**src/rtl/okvt_pkg.sv**
```systemverilog
// shared types and operation codes for the ordered key/value table
`timescale 1ns / 1ps
package okvt_pkg;

	typedef enum logic [2:0] {
		OP_INSERT   = 3'd0,
		OP_UPDATE   = 3'd1,
		OP_UPSERT   = 3'd2,
		OP_ERASE    = 3'd3,
		OP_CONTAINS = 3'd4,
		OP_GET_KEY  = 3'd5,
		OP_GET_POS  = 3'd6
	} okvt_kind_e;

	typedef struct packed {
		logic [2:0]  kind;
		logic [31:0] key;
		logic [63:0] value;
		logic [7:0]  position;
	} okvt_req_t;

	typedef struct packed {
		logic        ok;
		logic [31:0] found_key;
		logic [63:0] found_value;
		logic [8:0]  entry_count;
		logic        is_empty;
	} okvt_rsp_t;

	// control part of the token that walks down the chain
	typedef struct packed {
		logic active;
		logic hit;
		logic appended;
	} okvt_ctrl_t;

	typedef enum logic [2:0] {
		ST_IDLE = 3'b001,
		ST_SCAN = 3'b010,
		ST_DONE = 3'b100
	} okvt_state_e;

endpackage

```
**src/rtl/okvt_cell.sv**
```systemverilog
// one table entry: holds a key/value pair and acts on the token passing by
`timescale 1ns / 1ps
module okvt_cell import okvt_pkg::*; #(
	parameter int KEY_BITS   = 32,
	parameter int VALUE_BITS = 64,
	parameter int CNT_W      = 9
) (
	input  logic                  clk,
	input  logic                  arst_n,
	input  okvt_kind_e            kind,
	input  logic [KEY_BITS-1:0]   key,
	input  logic [VALUE_BITS-1:0] value,
	input  logic [7:0]            pos,
	input  logic [CNT_W-1:0]      count,
	input  okvt_ctrl_t            tok_i,
	input  logic [CNT_W-1:0]      idx_i,
	input  logic [KEY_BITS-1:0]   fkey_i,
	input  logic [VALUE_BITS-1:0] fval_i,
	input  logic [KEY_BITS-1:0]   nb_key,
	input  logic [VALUE_BITS-1:0] nb_value,
	output okvt_ctrl_t            tok_o,
	output logic [CNT_W-1:0]      idx_o,
	output logic [KEY_BITS-1:0]   fkey_o,
	output logic [VALUE_BITS-1:0] fval_o,
	output logic [KEY_BITS-1:0]   own_key,
	output logic [VALUE_BITS-1:0] own_value
);

	localparam int PW = (CNT_W > 8) ? CNT_W : 8;

	logic [KEY_BITS-1:0]   key_q;
	logic [VALUE_BITS-1:0] value_q;
	okvt_ctrl_t            tok_q;
	logic [CNT_W-1:0]      idx_q;
	logic [KEY_BITS-1:0]   fkey_q;
	logic [VALUE_BITS-1:0] fval_q;

	logic                  occ;
	logic                  match;
	logic                  at_end;
	logic                  pos_hit;
	okvt_ctrl_t            tok_d;
	logic [KEY_BITS-1:0]   fkey_d;
	logic [VALUE_BITS-1:0] fval_d;
	logic                  wr_key;
	logic                  wr_value;
	logic                  shift;
	logic [KEY_BITS-1:0]   key_d;
	logic [VALUE_BITS-1:0] value_d;

	assign occ     = idx_i < count;
	assign match   = occ && (key_q == key) && !tok_i.hit;
	assign at_end  = (idx_i == count) && !tok_i.hit;
	assign pos_hit = occ && (PW'(idx_i) == PW'(pos));

	always_comb begin
		tok_d    = tok_i;
		fkey_d   = fkey_i;
		fval_d   = fval_i;
		wr_key   = 1'b0;
		wr_value = 1'b0;
		shift    = 1'b0;
		unique case (kind)
			OP_INSERT: begin
				if (match) begin
					tok_d.hit = 1'b1;
				end else if (at_end) begin
					wr_key         = 1'b1;
					wr_value       = 1'b1;
					tok_d.appended = 1'b1;
				end
			end
			OP_UPDATE: begin
				if (match) begin
					tok_d.hit = 1'b1;
					wr_value  = 1'b1;
				end
			end
			OP_UPSERT: begin
				if (match) begin
					tok_d.hit = 1'b1;
					wr_value  = 1'b1;
				end else if (at_end && !tok_i.appended) begin
					wr_key         = 1'b1;
					wr_value       = 1'b1;
					tok_d.appended = 1'b1;
				end
			end
			OP_ERASE: begin
				// matching entry and every later occupied one pull in their right neighbor
				if (match) begin
					tok_d.hit = 1'b1;
					shift     = 1'b1;
				end else if (tok_i.hit && occ) begin
					shift = 1'b1;
				end
			end
			OP_CONTAINS: begin
				if (match) begin
					tok_d.hit = 1'b1;
				end
			end
			OP_GET_KEY: begin
				if (match) begin
					tok_d.hit = 1'b1;
					fval_d    = value_q;
				end
			end
			OP_GET_POS: begin
				if (pos_hit) begin
					tok_d.hit = 1'b1;
					fkey_d    = key_q;
					fval_d    = value_q;
				end
			end
			default: begin
			end
		endcase
		if (!tok_i.active) begin
			wr_key   = 1'b0;
			wr_value = 1'b0;
			shift    = 1'b0;
		end
		key_d   = shift ? nb_key : key;
		value_d = shift ? nb_value : value;
	end

	always_ff @(posedge clk or negedge arst_n) begin
		if (!arst_n) begin
			tok_q <= '0;
		end else begin
			tok_q <= tok_d;
		end
	end

	always_ff @(posedge clk) begin
		idx_q  <= idx_i + CNT_W'(1);
		fkey_q <= fkey_d;
		fval_q <= fval_d;
		if (wr_key || shift) begin
			key_q <= key_d;
		end
		if (wr_value || shift) begin
			value_q <= value_d;
		end
	end

	assign tok_o     = tok_q;
	assign idx_o     = idx_q;
	assign fkey_o    = fkey_q;
	assign fval_o    = fval_q;
	assign own_key   = key_q;
	assign own_value = value_q;

endmodule

```
**config.mk**
```make
export PLATFORM = sky130hd
export DESIGN_NAME = okvt_cell
export DESIGN_NICKNAME = d
export VERILOG_FILES = /design/src/rtl/okvt_pkg.sv /design/src/rtl/okvt_cell.sv
export SDC_FILE = /design/constraint.sdc
export NUM_CORES = 1
export LEC_CHECK = 0
export BUFFER_PORTS_ARGS = -buffer_cell sky130_fd_sc_hd__buf_2
export CORE_AREA = 2 2 207 209
export DETAILED_ROUTE_END_ITERATION = 8
export DIE_AREA = 0 0 209 211
export PLACE_DENSITY = 0.54
export RECOVER_POWER = 25
export SYNTH_ARGS = -nofsm -noshare
export SYNTH_HDL_FRONTEND = slang
export SYNTH_SLANG_ARGS = --single-unit
```
**constraint.sdc**
```tcl
create_clock -name clk -period 16.2 [get_ports clk]
set_clock_uncertainty 0.2 [all_clocks]
set_input_delay 1.62 -clock clk [delete_from_list [all_inputs] [get_ports clk]]
set_output_delay 1.62 -clock clk [all_outputs]
set_load 0.005 [all_outputs]
```
==> results of run 1 <==
-- per-stage QoR --
stage	setup WS (ns)	power, mW
2_1_floorplan	2.47	0.640
5_1_grt	11.33	1.34
3_3_place_gp	10.97	0.725
6_report	11.68	1.29
3_5_place_dp	11.01	0.727
4_1_cts	11.58	1.31
-- kinds of logic (layout without fill, tap and decap cells) --
family | Yosys count | after routing | synth area share, %
DFF | 204 | 204 | 61.3
adders and majority gates | 10 | 10 | 1.52
muxes | 192 | 192 | 26.2
and+or+nand+nor | 46 | 46 | 3.18
other | 0 | 4 | 0
buffers and inverters | 31 | 589 | 1.59
AOI/OAI and AO/OA | 14 | 14 | 1.21
xor gates and xnor gates | 47 | 47 | 4.99
-- per-layer routing --
layer / GRT usage [%] / vias up / routed length [um]
met1: 13.9 / 3080 / 11300
met4: 4.61 / 0 / 841
met3: 3.94 / 49 / 2480
met5: 0 / - / 0
met2: 24.8 / 368 / 15900
li1: - / 3088 / -
-- Yosys cell counts (all sizes together) --
cell	n	area [um^2]
nor2	9	33.8
nand2	6	22.5
nor4	10	77.6
mux2	192	2160
inv	11	41.3
a31oi	1	12.5
nor3	2	10.0
and3	1	6.26
a2111o	1	11.3
clkbuf	8	30.0
nand4	7	43.8
a211oi	1	7.51
o31ai	1	7.51
edfxtp	96	2880
and4b	1	10.0
xor2	34	298
a21oi	2	10.0
dfxtp	105	2100
nor2b	1	6.26
a2111oi	2	17.5
o21ai	5	25.0
a211o	1	8.76
nand3	6	30.0
or4	1	7.51
buf	12	60.1
ha	10	125
xnor2	13	114
and2	1	6.26
and4	1	8.76
dfrtp	3	75.1
-- flip-flops by register name (all words and copies together) (netlist names) --
name       count
own_value     64
fval_o        64
tok_o          3
own_key       32
fkey_o        32
idx_o          9
-- worst max-delay path, stage by stage --
cell,delay [ns]
clkbuf_1,0.23
ha_1,0.31
nand4_1,0.15
nor3_1,0.08
a2111oi_0,0.92
nor2_1,0.14
a2111oi_2,0.41
buf_4,0.58
-- power by group through the flow --
stage          Sequential [mW]  Combinational (mW)  Clock [mW]
2_1_floorplan            0.600              0.0396           0
3_3_place_gp             0.597               0.128           0
3_5_place_dp             0.597               0.130           0
4_1_cts                  0.586               0.131       0.594
5_1_grt                  0.589               0.138       0.615
6_report                 0.586               0.125       0.575
-- area by class of cell --
class | count | area (um^2)
Fill cell | 4360 | 29400
Clock buffer | 35 | 713
Inverter | 11 | 41.3
Sequential cell | 204 | 5060
Antenna cell | 4 | 10.0
Multi-Input combinational cell | 309 | 3100
Tap cell | 539 | 674
Clock inverter | 11 | 136
Timing Repair Buffer | 532 | 2580
-- worst paths after layout --
path | from | end | cells past startpoint | slack (ns)
min in group asynchronous | arst_n | tok_o[2] | 1 | 0.68
worst min register to register | own_value[45] | fval_o[45] | 1 | 0.28
worst max-delay path | idx_i[3] | own_value[6] | 8 | 11.68
max in group asynchronous | arst_n | tok_o[0] | 1 | 14.97
worst min-delay path | own_value[45] | fval_o[45] | 1 | 0.28
worst max register to register | own_key[27] | own_value[6] | 7 | 12.45
==> results.tsv, run 1 <==
stage	metric	value	unit
run_status	outcome	complete, no violations	
floorplan	die_h	211	um
floorplan	initial_core_util	19.8	%
grt	grt_pass1_wl	43400	um
clocking	cts-buffers-inserted	25	
logic_synthesis	ys_types	33	
grt	grt_max_degree	51	
timing	finalSetupTns	0	ns
routing	vias	6585	
clocking	cts-root-buf	clkbuf_16	
routing	drt-total-wl	30500	um
power	p_leak	5.29	nW
power	net-switching-power	290	uW
power	p_int	995	uW
final_layout	final_core_util	29.5	%
floorplan	ios	526	
routing	vias_per_cell	4.00	
logic_synthesis	syn_inst	544	
routing	wl_per_cell	18.5	um
clocking	cts-htree-levels	1	
timing	setup_violations	0	
timing	fin_crit_sh	27.9	%
logic_synthesis	syn_nets	876	
critical_path	cp_data_arrival_time	4.49	ns
floorplan	die_w	209	um
place	io_buffers	525	
power	peakVddDrop	0.0000646	V
routing	drcViolationCount	0	
timing	max_freq	221	MHz
final_layout	final_nets	1415	
critical_path	cp_max_fo	47	
place	dp_hpwl	24700	um
timing	fin_crit	4.52	ns
routing	drtIter0Drc	212	
grt	overflow	0	
clocking	clkTransAtPathRegs	0.06	ns
logic_synthesis	synth_seq_cells	204	
grt	antenna_found_initial	10	
final_layout	layout-drive-gt1-share	57.1	%
timing	drv_slew	0	
routing	dr.pass1.iters	4	
clocking	cts_tree	done	
clocking	clk_latency	0.53	ns
logic_synthesis	avgSynthCellArea	15.2	um^2
timing	rsz0062_at_grt	false	
logic_synthesis	yosys_warnings	0	
clocking	hold_buffers	0	
final_layout	final_cell_mix	buf_2 (447), mux2_2 (132), dfxtp_1 (105)	
power	sw_frac_of_total	22.6	%
final_layout	fin_area	12300	um^2
logic_synthesis	yosysSeqAreaShare	61.3	%
min_path	hp-class	reg -> reg	
clocking	postCtsSetupBuffers	0	
critical_path	worst_setup_path_start_kind	primary input	
place	place_area	11600	um^2
floorplan	die_area	44100	um^2
timing	worst_pin_slew	1.10	ns
critical_path	criticalPathCategory	in -> reg	
power	p_seq_share	45.6	%
final_layout	layout.cells.most_common	buf_2	
power	p_comb_share	9.7	%
power	powerDensity	104	nW/um^2
clocking	max-clock-path-buffers	3	
grt	grt_usage	13.2	%
floorplan	rows	75	
floorplan	core-area	41800	um^2
critical_path	cp.required	16.17	ns
logic_synthesis	syn-cell-area	8250	um^2
run	drv_cap	0	
final_layout	syn_to_final_growth	49.2	%
final_layout	stdcell_count	1645	
routing	detail-route-antenna-nets	0	
critical_path	crit_path_end_kind	flip-flop	
power	pwr-share-clk	44.7	%
place	dp_cells	1595	
timing	hold_violations	0	
place	place_congestion	0.792	
grt	grt_pass1_vias	6937	
timing	max_slew_margin	26.4	%
clocking	cts-resized-gates	0	
clocking	cts_sinks	204	
timing	hold_slack	0.281	ns
Power figures use the tool's default switching activity.
==> run 2, diff against run 1 <==
Clock period 16.2 ns to 4.61 ns, I/O delays scaled along.
==> results.tsv, run 2 (synthesized netlist as in run 1, its figures left out) <==
stage	metric	value	unit
place	place_congestion	0.871	
timing	worst_pin_slew	0.935	ns
floorplan	initial_core_util	19.8	%
critical_path	max_stage_delay	0.54	ns
final_layout	stdcell_count	1753	
floorplan	ios	526	
critical_path	worst_setup_path_start_kind	primary input	
routing	wl_per_cell	17.7	um
clocking	clk_latency	0.52	ns
power	powerDensity	337	nW/um^2
timing	fin_crit	3.74	ns
critical_path	cp.depth	11	
routing	dr.pass1.iters	4	
final_layout	fin_area	13400	um^2
clocking	cts-htree-levels	1	
critical_path	r2r_slack	0.91	ns
critical_path	timing.rr.start	own_key[28]	
critical_path	critPathCapture	own_value[8]	
final_layout	final_cell_mix	buf_2 (451), mux2_2 (132), dlygate4sd3_1 (113)	
clocking	cts-resized-gates	0	
grt	grt_max_degree	65	
run	drv_cap	0	
grt	grt_pass1_vias	7522	
power	p_leak	5.78	nW
critical_path	path_cells	dlygate4sd3_1 -> clkbuf_1 -> ha_1 -> nand4_1 -> nor3_1 -> a2111o_1 -> nor2_1 -> o21ai_4 -> buf_4 -> mux2_2 -> dlygate4sd3_1	
routing	drcViolationCount	0	
critical_path	criticalPathCategory	in -> reg	
timing	finalSetupTns	0	ns
timing	drv_slew	0	
final_layout	syn_to_final_growth	62.9	%
critical_path	worstRegToRegCells	8	
floorplan	rows	75	
critical_path	crit_slowest_cell	dlygate4sd3_1	
place	dp_hpwl	24200	um
place	io_buffers	525	
final_layout	layout-drive-gt1-share	52.2	%
critical_path	cp.buffers_inverters	4	
critical_path	startpoint	idx_i[3]	
clocking	cts-root-buf	clkbuf_16	
critical_path	rr_endpoint	own_value[8]	
routing	vias	7037	
min_path	hp-class	in -> reg	
timing	layout_setup_ws	0.866	ns
floorplan	die_h	211	um
critical_path	crit_path_end_kind	flip-flop	
timing	fin_crit_sh	81.2	%
power	peakVddDrop	0.000284	V
critical_path	cpLargestDelayFamily	buffers and inverters	
grt	overflow	0	
floorplan	core-area	41800	um^2
routing	vias_per_cell	4.01	
routing	drtIter0Drc	217	
clocking	cts_tree	done	
final_layout	final_nets	1528	
timing	setup_violations	0	
grt	grt_usage	13.2	%
timing	max_freq	267	MHz
timing	hold_violations	0	
timing	max_slew_margin	37.7	%
routing	detail-route-antenna-nets	0	
floorplan	die_area	44100	um^2
place	place_area	11600	um^2
clocking	cts_sinks	204	
run_status	outcome	complete, no violations	
timing	rsz0062_at_grt	false	
critical_path	cp_common_cell	dlygate4sd3_1	
clocking	max-clock-path-buffers	3	
grt	antenna_found_initial	9	
critical_path	cp_data_arrival_time	3.82	ns
routing	drt-total-wl	30900	um
clocking	clkTransAtPathRegs	0.06	ns
critical_path	cp.required	4.69	ns
floorplan	die_w	209	um
place	post-place-ws	0.881	ns
place	dp_cells	1596	
grt	grt_pass1_wl	44000	um
critical_path	cp_max_fo	47	
final_layout	layout.cells.most_common	buf_2	
clocking	cts-buffers-inserted	24	
[run 2: cell types whose count changed in the layout (fill, tap and decap cells not counted)]
cell,change
dlygate4sd3_1,+113
clkbuf_1,-5
buf_2,+4
clkbuf_8,+2
clkinv_1,-2
diode_2,-2
a2111oi_2,-1
a2111oi_4,+1
buf_12,+1
bufinv_16,-1
clkinv_4,-1
clkinvlp_4,-1
inv_4,+1
inv_6,-1
[run 2: final cells by class]
class                      count  area [um^2]
inverter                      11         41.3
fill                        4256        28300
multi-input combinational    309         3110
antenna                        2         5.00
clock inverter                 6         80.1
timing repair buffer         646         3740
clock buffer                  36          737
tap                          539          674
sequential                   204         5060
[run 2: worst min-delay path by stage]
stage / start / endpoint / slack [ns] / cells after the start
2_1_floorplan: arst_n / tok_o[0] / -0.03 / 0
3_3_place_gp: arst_n / tok_o[2] / 0.06 / 1
3_5_place_dp: arst_n / tok_o[2] / 0.06 / 1
4_1_cts: value[43] / own_value[43] / 0.0008 / 2
5_1_grt: nb_key[24] / own_key[24] / 0.006 / 2
6_report: fkey_i[18] / fkey_o[18] / 0.03 / 2
[run 2: per-layer routing]
layer | global-route usage (%) | vias to the layer above | part of all wire [%]
met5 | 0 | - | 0.13
met4 | 3.94 | 6 | 2.5
met3 | 3.84 | 51 | 8.2
met2 | 25.2 | 370 | 52
met1 | 13.9 | 3294 | 37
li1 | - | 3316 | -
[run 2: metrics by stage]
| stage | util [%] | total power, mW | hold WS [ns] |
|---|---|---|---|
| 3_3_place_gp | 27.7 | 2.55 | 0.0592 |
| 4_1_cts | 32.4 | 4.61 | 0.000789 |
| 3_5_place_dp | 27.7 | 2.55 | 0.0591 |
| 5_1_grt | 32.2 | 4.71 | 0.00624 |
| 2_1_floorplan | - | 2.24 | -0.0346 |
| 6_report | 32.2 | 4.54 | 0.0270 |
[run 2: power by group]
| group | leakage (nW) | switching (mW) | internal, mW |
|---|---|---|---|
| clock network | 0.405 | 0.751 | 1.21 |
| logic | 3.57 | 0.206 | 0.307 |
| registers | 1.80 | 0.0521 | 2.01 |
| total | 5.78 | 1.01 | 3.53 |
[run 2: what timing repair did]
action | in CTS | in global routing
setup buffers | 0 | 0
hold buffers | 113 | 0
endpoints found under the hold margin | 113 | 0
==> run 3, diff against run 2 <==
Clock period 4.61 ns to 3.7 ns, I/O delays scaled along.
==> results.tsv, run 3 (synthesized netlist as in run 1, its figures left out) <==
stage	metric	value	unit
critical_path	crit_path_end_kind	flip-flop	
timing	hold_slack	0.0499	ns
routing	drcViolationCount	0	
grt	overflow	0	
grt	grt_pass1_wl	48600	um
grt	antenna_found_initial	8	
critical_path	cp_data_arrival_time	3.62	ns
clocking	clk_latency	0.53	ns
timing	fin_crit_sh	95.7	%
timing	fin_crit	3.54	ns
timing	rsz0062_at_grt	false	
grt	grt_usage	14.5	%
critical_path	criticalPathCategory	in -> reg	
critical_path	worst_setup_path_start_kind	primary input	
timing	max_freq	282	MHz
routing	vias_per_cell	3.99	
timing	hold_violations	0	
routing	vias	7811	
timing	setup_violations	0	
timing	drv_slew	0	
final_layout	final_nets	1727	
routing	drtIter0Drc	279	
min_path	min_to	own_value[59]	
run_status	outcome	complete, no violations	
floorplan	die_area	44100	um^2
floorplan	core-area	41800	um^2
clocking	cts_tree	done	
critical_path	timing.rr.start	own_key[28]	
floorplan	ios	526	
min_path	hold_depth	2	
final_layout	multiInputGateArea	3200	um^2
critical_path	cp.required	3.78	ns
critical_path	rr_endpoint	own_value[40]	
min_path	hp-class	in -> reg	
floorplan	rows	75	
grt	grt_pass1_vias	8514	
clocking	cts_sinks	204	
place	place_congestion	0.832	
min_path	hold_start	nb_value[59]	
floorplan	initial_core_util	19.8	%
clocking	cts-buffers-inserted	24	
final_layout	final_cell_mix	buf_2 (448), dlygate4sd3_1 (308), mux2_2 (132)	
clocking	cts-root-buf	clkbuf_16	
timing	worst_pin_slew	0.473	ns
critical_path	cp_max_fo	49	
floorplan	die_h	211	um
routing	detail-route-antenna-nets	0	
place	dp_hpwl	24600	um
final_layout	ff_latch_area	5060	um^2
power	peakVddDrop	0.000327	V
final_layout	final_core_util	37.3	%
run	drv_cap	0	
grt	grt_max_degree	65	
final_layout	fillers	4039	
clocking	max-clock-path-buffers	3	
power	powerDensity	374	nW/um^2
routing	dr.pass1.iters	4	
place	io_buffers	525	
critical_path	worstRegToRegCells	10	
clocking	postCtsSetupBuffers	0	
clocking	clkTransAtPathRegs	0.06	ns
routing	drt-total-wl	33700	um
final_layout	syn_to_final_growth	88.8	%
clocking	cts-htree-levels	1	
routing	wl_per_cell	17.2	um
power	p_leak	6.61	nW
critical_path	r2r_slack	0.27	ns
final_layout	layout-drive-gt1-share	45.6	%
floorplan	die_w	209	um
timing	max_slew_margin	68.5	%
final_layout	layout.cells.most_common	buf_2	
-- run 3: changes by cell type in the layout (fill, tap and decap cells not counted), sizes merged --
cell | previous run | this run
dlygate4sd3 | 113 | 308
clkinv | 3 | 6
buf | 459 | 461
diode | 2 | 4
bufinv | 2 | 3
clkbuf | 110 | 111
inv | 12 | 11
-- run 3: report_power, final --
| part | switching, mW | internal, mW | total [mW] |
|---|---|---|---|
| clock | 0.957 | 1.45 | 2.41 |
| sequential | 0.0674 | 2.51 | 2.57 |
| combinational | 0.304 | 0.536 | 0.840 |
| total | 1.33 | 4.49 | 5.82 |
-- run 3: worst max path at each step --
stage | start | end | slack, ns
6_report | idx_i[2] | own_value[40] | 0.16
5_1_grt | own_key[21] | own_value[37] | 0.04
4_1_cts | key[0] | own_value[24] | 0.09
3_5_place_dp | key[27] | own_value[42] | 0.50
3_3_place_gp | key[27] | own_value[35] | 0.51
2_1_floorplan | count[8] | own_value[0] | -0.47
-- run 3: cell type report --
type | count | area share, %
inverters | 11 | 0.378
clock inverters | 9 | 0.851
clock buffers | 35 | 4.25
repair buffers | 845 | 37.1
well taps | 539 | 4.33
flip-flops and latches | 204 | 32.5
multi-input cells | 309 | 20.5
diodes | 4 | 0.0643
-- run 3: per-stage QoR --
stage	cells	setup slack [ns]	cell area, um^2	power, mW	setup TNS (ns)
2_1_floorplan	544	-0.471	8380	2.80	-30.15
3_3_place_gp	1600	0.507	11800	3.19	0
3_5_place_dp	1600	0.504	11800	3.20	0
4_1_cts	1952	0.0909	15700	5.92	0
5_1_grt	1956	0.0356	15600	6.06	0
6_report	1956	0.159	15600	5.82	0
-- run 3: per-layer routing --
metal,vias to the layer above,GRT usage (%),wire (um)
li1,3715,-,-
met1,3643,15.2,12500
met2,391,27.4,17200
met3,60,3.94,2470
met4,2,5.69,1400
met5,-,0,13
-- run 3: critical path, cell delays in order --
cell and delay (ns):
dlygate4sd3_1 0.55, buf_2 0.18, ha_4 0.25, a21oi_1 0.14
o21ai_1 0.12, a2111o_1 0.52, nor2_1 0.22, o21ai_4 0.11
buf_12 0.18, mux2_2 0.33, dlygate4sd3_1 0.57
-- run 3: timing repair --
item / 4_1_cts / 5_1_grt
endpoints found under the hold margin: 207 / 0
gates resized for setup: 0 / 0
hold buffers: 308 / 0
